### config.mk
export PLATFORM = sky130hd
export DESIGN_NAME = qxm_sqrt_pipe
export DESIGN_NICKNAME = d
export VERILOG_FILES = /design/src/rtl/qxm_pkg.sv /design/src/rtl/qxm_sqrt_pipe.sv
export SDC_FILE = /design/constraint.sdc
export NUM_CORES = 1
export LEC_CHECK = 0
export ABC_AREA = 1
export BUFFER_PORTS_ARGS = -buffer_cell sky130_fd_sc_hd__buf_2
export CORE_ASPECT_RATIO = 1.2
export CORE_MARGIN = 2
export CORE_UTILIZATION = 58
export DETAILED_ROUTE_END_ITERATION = 7
export PLACE_DENSITY_LB_ADDON = 0.12
export SLEW_MARGIN = 40
export SYNTH_ARGS = -nofsm -noshare
export SYNTH_HDL_FRONTEND = slang
export SYNTH_SLANG_ARGS = --single-unit
export TNS_END_PERCENT = 20
### constraint.sdc
create_clock -name clock -period 3.4 [get_ports clock]
set_input_delay 0 -clock clock [delete_from_list [all_inputs] [get_ports clock]]
set_output_delay 0 -clock clock [all_outputs]
set_load 0.05 [all_outputs]
### src/rtl/qxm_pkg.sv
// qxm_pkg: shared types, register codes and the square-root digit step
// for the x-quad motor mixer; no dependencies
package qxm_pkg;

   // demand sum, scaled motor value, shared correction, unsigned thrust
   typedef logic signed [18:0] mix_type;
   typedef logic signed [20:0] motor_type;
   typedef logic signed [22:0] corr_type;
   typedef logic [15:0]        unit_type;

   typedef enum logic [1:0] {
      CSR_EXPO   = 2'd0,
      CSR_OFFSET = 2'd1
   } csr_idx_type;

   localparam int unsigned EXPO_MAX    = 1000;
   localparam int unsigned SQRT_STAGES = 8;

   // floor(x / 1000) = (x * DIV_MUL) >> DIV_SHIFT, exact for x < 2^26
   localparam logic [26:0] DIV_MUL   = 27'd68719477;
   localparam int unsigned DIV_SHIFT = 36;

   typedef struct packed {
      logic [16:0] rem;
      unit_type    root;
   } sq_type;

   // one restoring digit of the integer square root
   function automatic sq_type sqrt_step(sq_type cur, logic [1:0] bits);
      logic [18:0] r;
      logic [18:0] trial;
      sq_type      nxt;
      r     = {cur.rem, bits};
      trial = {1'b0, cur.root, 2'b01};
      if (r >= trial) begin
         r        = r - trial;
         nxt.root = {cur.root[14:0], 1'b1};
      end else begin
         nxt.root = {cur.root[14:0], 1'b0};
      end
      nxt.rem = r[16:0];
      return nxt;
   endfunction

endpackage

### src/rtl/qxm_sqrt_pipe.sv
// qxm_sqrt_pipe: pipelined exact 32-bit integer square root, two digits per stage
// depends on qxm_pkg
module qxm_sqrt_pipe
   import qxm_pkg::*;
(
   input  logic                   clock,
   input  logic [SQRT_STAGES-1:0] ld,
   input  logic [31:0]            rad,
   output unit_type               root
);

   logic [31:0] rad_ff [SQRT_STAGES];
   sq_type      sq_ff  [SQRT_STAGES];

   for (genvar s = 0; s < SQRT_STAGES; s++) begin : g_stage
      logic [31:0] rad_src;
      sq_type      sq_src;
      sq_type      mid;
      sq_type      sq_in;
      if (s == 0) begin : g_first
         assign rad_src = rad;
         assign sq_src  = '0;
      end else begin : g_next
         assign rad_src = rad_ff[s-1];
         assign sq_src  = sq_ff[s-1];
      end
      always_comb begin
         mid   = sqrt_step(sq_src, rad_src[31-4*s -: 2]);
         sq_in = sqrt_step(mid, rad_src[29-4*s -: 2]);
      end
      always_ff @(posedge clock) begin
         if (ld[s]) begin
            rad_ff[s] <= rad_src;
            sq_ff[s]  <= sq_in;
         end
      end
   end

   assign root = sq_ff[SQRT_STAGES-1].root;

endmodule

==> flow_summary.ini <==
[timing]
maxSlewViolCount = 0
fmax_mhz = 267.6
worst_pin_slew_ns = 0.7918
maxSlewHeadroom_pct = 47.21
skew_ns = 0.01661
rsz0062_at_grt = true
timing.hold.ws_ns = 0.04374
fin_ws_ns = -0.3366
min_period_ns = 3.737
hold_viol_final = 0
period_share_pct = 109.9
setup_tns_ns = -15.12
finalSetupViolations = 88

[placed_design]
dp_hpwl_mm = 44.83
dp.cells = 3448
port_buffers = 56
place_area_um2 = 24780
gp_congestion = 0.9274
preCtsSetupSlack_ns = -0.4699

[worst_setup_path]
crit_type = reg2reg
r2r_cells = 23
slowest_stage = edfxtp_1
path_cells = inv_2 -> ha_1 -> nand2_1 -> nor2_2 -> nand3_2 -> nor2_2 -> nor2_2 -> nand2_4 -> buf_6 -> nand2_1 -> o21ai_1 -> inv_1 -> ha_4 -> nand2_2 -> nor2_4 -> nand2_2 -> o21ai_2 -> nand4_1 -> inv_2 -> nor2_4 -> clkbuf_16 -> nand2_1 -> o21ai_0
critPathMaxStageDelay_ns = 0.36
worstPathRequired_ns = 3.71
cp.arrival_ns = 4.04
cp_max_fo = 8
endpoint_kind = flip-flop
critPathLaunchType = flip-flop

[layout]
drive_above_1_share_pct = 31.87
syn_to_final_growth_pct = 37.35
final_area_um2 = 28240
final_util_pct = 80.90
layout.cells.non_filler = 3620
final_nets = 3323

[die]
start_util_pct = 58.90
die_y_um = 210.3
ios = 57
die_x_um = 175.9
dieArea_um2 = 36980
rows = 75
core-area_um2 = 34910

[route]
drt_iter0_drc = 1619
drt-wirelength-per-cell_um = 17.58
post-route-drc-count = 0
ant_nets = 0
wirelength_mm = 63.64
vias = 20110
first_pass_iters = 6
via_per_inst = 5.555

[synthesis]
ys_ff_latch = 296
synth-simple-area-share_pct = 26.14
ys_types = 51
synth_xor_area_share_pct = 4.771
synth-adder-area-share_pct = 9.006
synth_top_family_by_area = simple AND/OR/NAND/NOR gates
async_flop_share_pct = 0
yosysWarnings = 0
synth_compound_area_share_pct = 9.171
synth.avg_cell_area_um2 = 8.188
syn_area_um2 = 20560
synth_cells = 2511
synth.area.mux_share_pct = 0
synth_ff_type = edfxtp_1
synth_edf_count = 296
yosysSeqAreaShare_pct = 43.23

[global_routing]
grt_max_degree = 46
antenna_found_initial = 1
grt_pass1_wl_mm = 94.02
grt_pass1_vias = 19260
track_usage_pct = 31.89
grt_overflow_total = 0

[clock_network]
clock_latency_ns = 0.59
clk_pin_slew_worst_paths_ns = 0.07
cts.sinks = 296
cts_buffer_depth = 3
cts_tree = done
cts-htree-levels = 1
cts-buffers-inserted = 31
root_buffer = clkbuf_16

[outcome]
violations = setup timing
status = complete, but fails checks

[min_path]
min_path_type = in2reg
hold_path_depth = 1

[power_and_ir_drop]
p_leak_nw = 12.97
vdd_drop_max_v = 0.0005692
power_mw = 17.89
power.density_nw_per_um2 = 633.4

[flow_run]
drv_cap = 0
critical path: cells and delay by family, from the launching register on:
kind / cells / cell delay [ns]
flops: 1 / 0.36
fa+ha+maj: 2 / 0.62
buf+inv: 5 / 0.64
simple gates: 13 / 1.46
compound gates: 3 / 0.37
cell families after synthesis:
kind of cell             count (synthesis)
AND/OR/NAND/NOR                       1221
buffers and inverters                  390
AO/OA/AOI/OAI                          343
flip-flops                             296
adder cells (fa/ha/maj)                148
XOR/XNOR                               112
other                                    1
state kept, by name (all words and copies together), names as in the netlist:
register and flops:
rad_ff 112, sq_ff 184
synthesized netlist by cell type, types with 10 or more instances:
master | n | share of area (%)
a21oi_1 | 124 | 3.0
a31oi_1 | 12 | 0.37
buf_6 | 10 | 0.55
edfxtp_1 | 296 | 43
ha_1 | 148 | 9.0
inv_1 | 341 | 6.2
inv_2 | 18 | 0.33
nand2_1 | 664 | 12
nand2_2 | 24 | 0.73
nand3_1 | 169 | 4.1
nand3_2 | 11 | 0.54
nand3b_1 | 14 | 0.51
nand4_1 | 41 | 1.2
nor2_1 | 217 | 4.0
nor2_2 | 18 | 0.55
nor3_1 | 27 | 0.66
o21ai_0 | 123 | 3.0
o21ai_1 | 30 | 0.73
o21bai_1 | 11 | 0.40
xnor2_1 | 48 | 2.0
xor2_1 | 64 | 2.7
report_power, final:
part           total [mW]  switching [mW]  internal (mW)
Sequential           5.23           0.446           4.78
Combinational        9.15            5.10           4.06
Clock                3.51            1.45           2.05
path summary, 6_finish.rpt:
kind / from / to / slack (ns)
worst min register to register: rad_ff[3][5] / rad_ff[4][5] / 0.42
worst min-delay path: ld[6] / sq_ff[1][78] / 0.04
worst max register to register: sq_ff[1][9] / sq_ff[1][52] / -0.34
worst max-delay path: sq_ff[1][9] / sq_ff[1][52] / -0.34
final cells by class:
cell class | count | area (um^2)
Tap cell | 462 | 578.1
Clock buffer | 32 | 779.5
Fill cell | 2199 | 6668
Antenna cell | 1 | 2.502
Multi-Input combinational cell | 1826 | 11540
Timing Repair Buffer | 614 | 4766
Clock inverter | 24 | 271.5
Sequential cell | 296 | 8889
Inverter | 362 | 1388
Timing Repair inverter | 3 | 23.77
metal layers:
| layer | global-route usage (%) | vias up | part of all wire, % |
|---|---|---|---|
| li1 | - | 9631 | - |
| met1 | 38.12 | 9450 | 39 |
| met2 | 58.35 | 775 | 51 |
| met3 | 2.633 | 252 | 4.8 |
| met4 | 14.42 | 0 | 5.5 |
| met5 | 0 | - | 0 |
cell usage in the layout, fill, tap and decap left out, types with 7 or more instances in the layout:
cell | synthesis | routed
a21o_1 | 7 | 7
a21oi_1 | 124 | 94
a21oi_2 | 7 | 32
a31oi_1 | 12 | 12
buf_2 | 3 | 50
buf_4 | 9 | 497
buf_6 | 10 | 19
clkbuf_16 | 0 | 33
clkinv_2 | 0 | 7
dlygate4sd3_1 | 0 | 40
edfxtp_1 | 296 | 296
ha_1 | 148 | 95
ha_4 | 0 | 51
inv_1 | 341 | 308
inv_2 | 18 | 46
nand2_1 | 664 | 600
nand2_2 | 24 | 78
nand2_4 | 3 | 13
nand3_1 | 169 | 163
nand3_2 | 11 | 16
nand3b_1 | 14 | 14
nand4_1 | 41 | 41
nor2_1 | 217 | 184
nor2_2 | 18 | 45
nor2_4 | 9 | 15
nor3_1 | 27 | 26
o21a_1 | 9 | 9
o21ai_0 | 123 | 68
o21ai_1 | 30 | 42
o21ai_2 | 3 | 36
o21ai_4 | 0 | 10
o21bai_1 | 11 | 11
xnor2_1 | 48 | 48
xor2_1 | 64 | 61
repair_timing:
| action | 4_1_cts | 5_1_grt |
|---|---|---|
| gates cloned | 4 | 3 |
| hold buffers | 39 | 1 |
| resized for setup | 161 | 208 |
| endpoints found under the hold margin | 256 | 40 |
| setup endpoints to repair | 109 | 109 |
| pin swaps | 54 | 85 |
| buffers inserted | 42 | 31 |
Power figures use the tool's default switching activity.
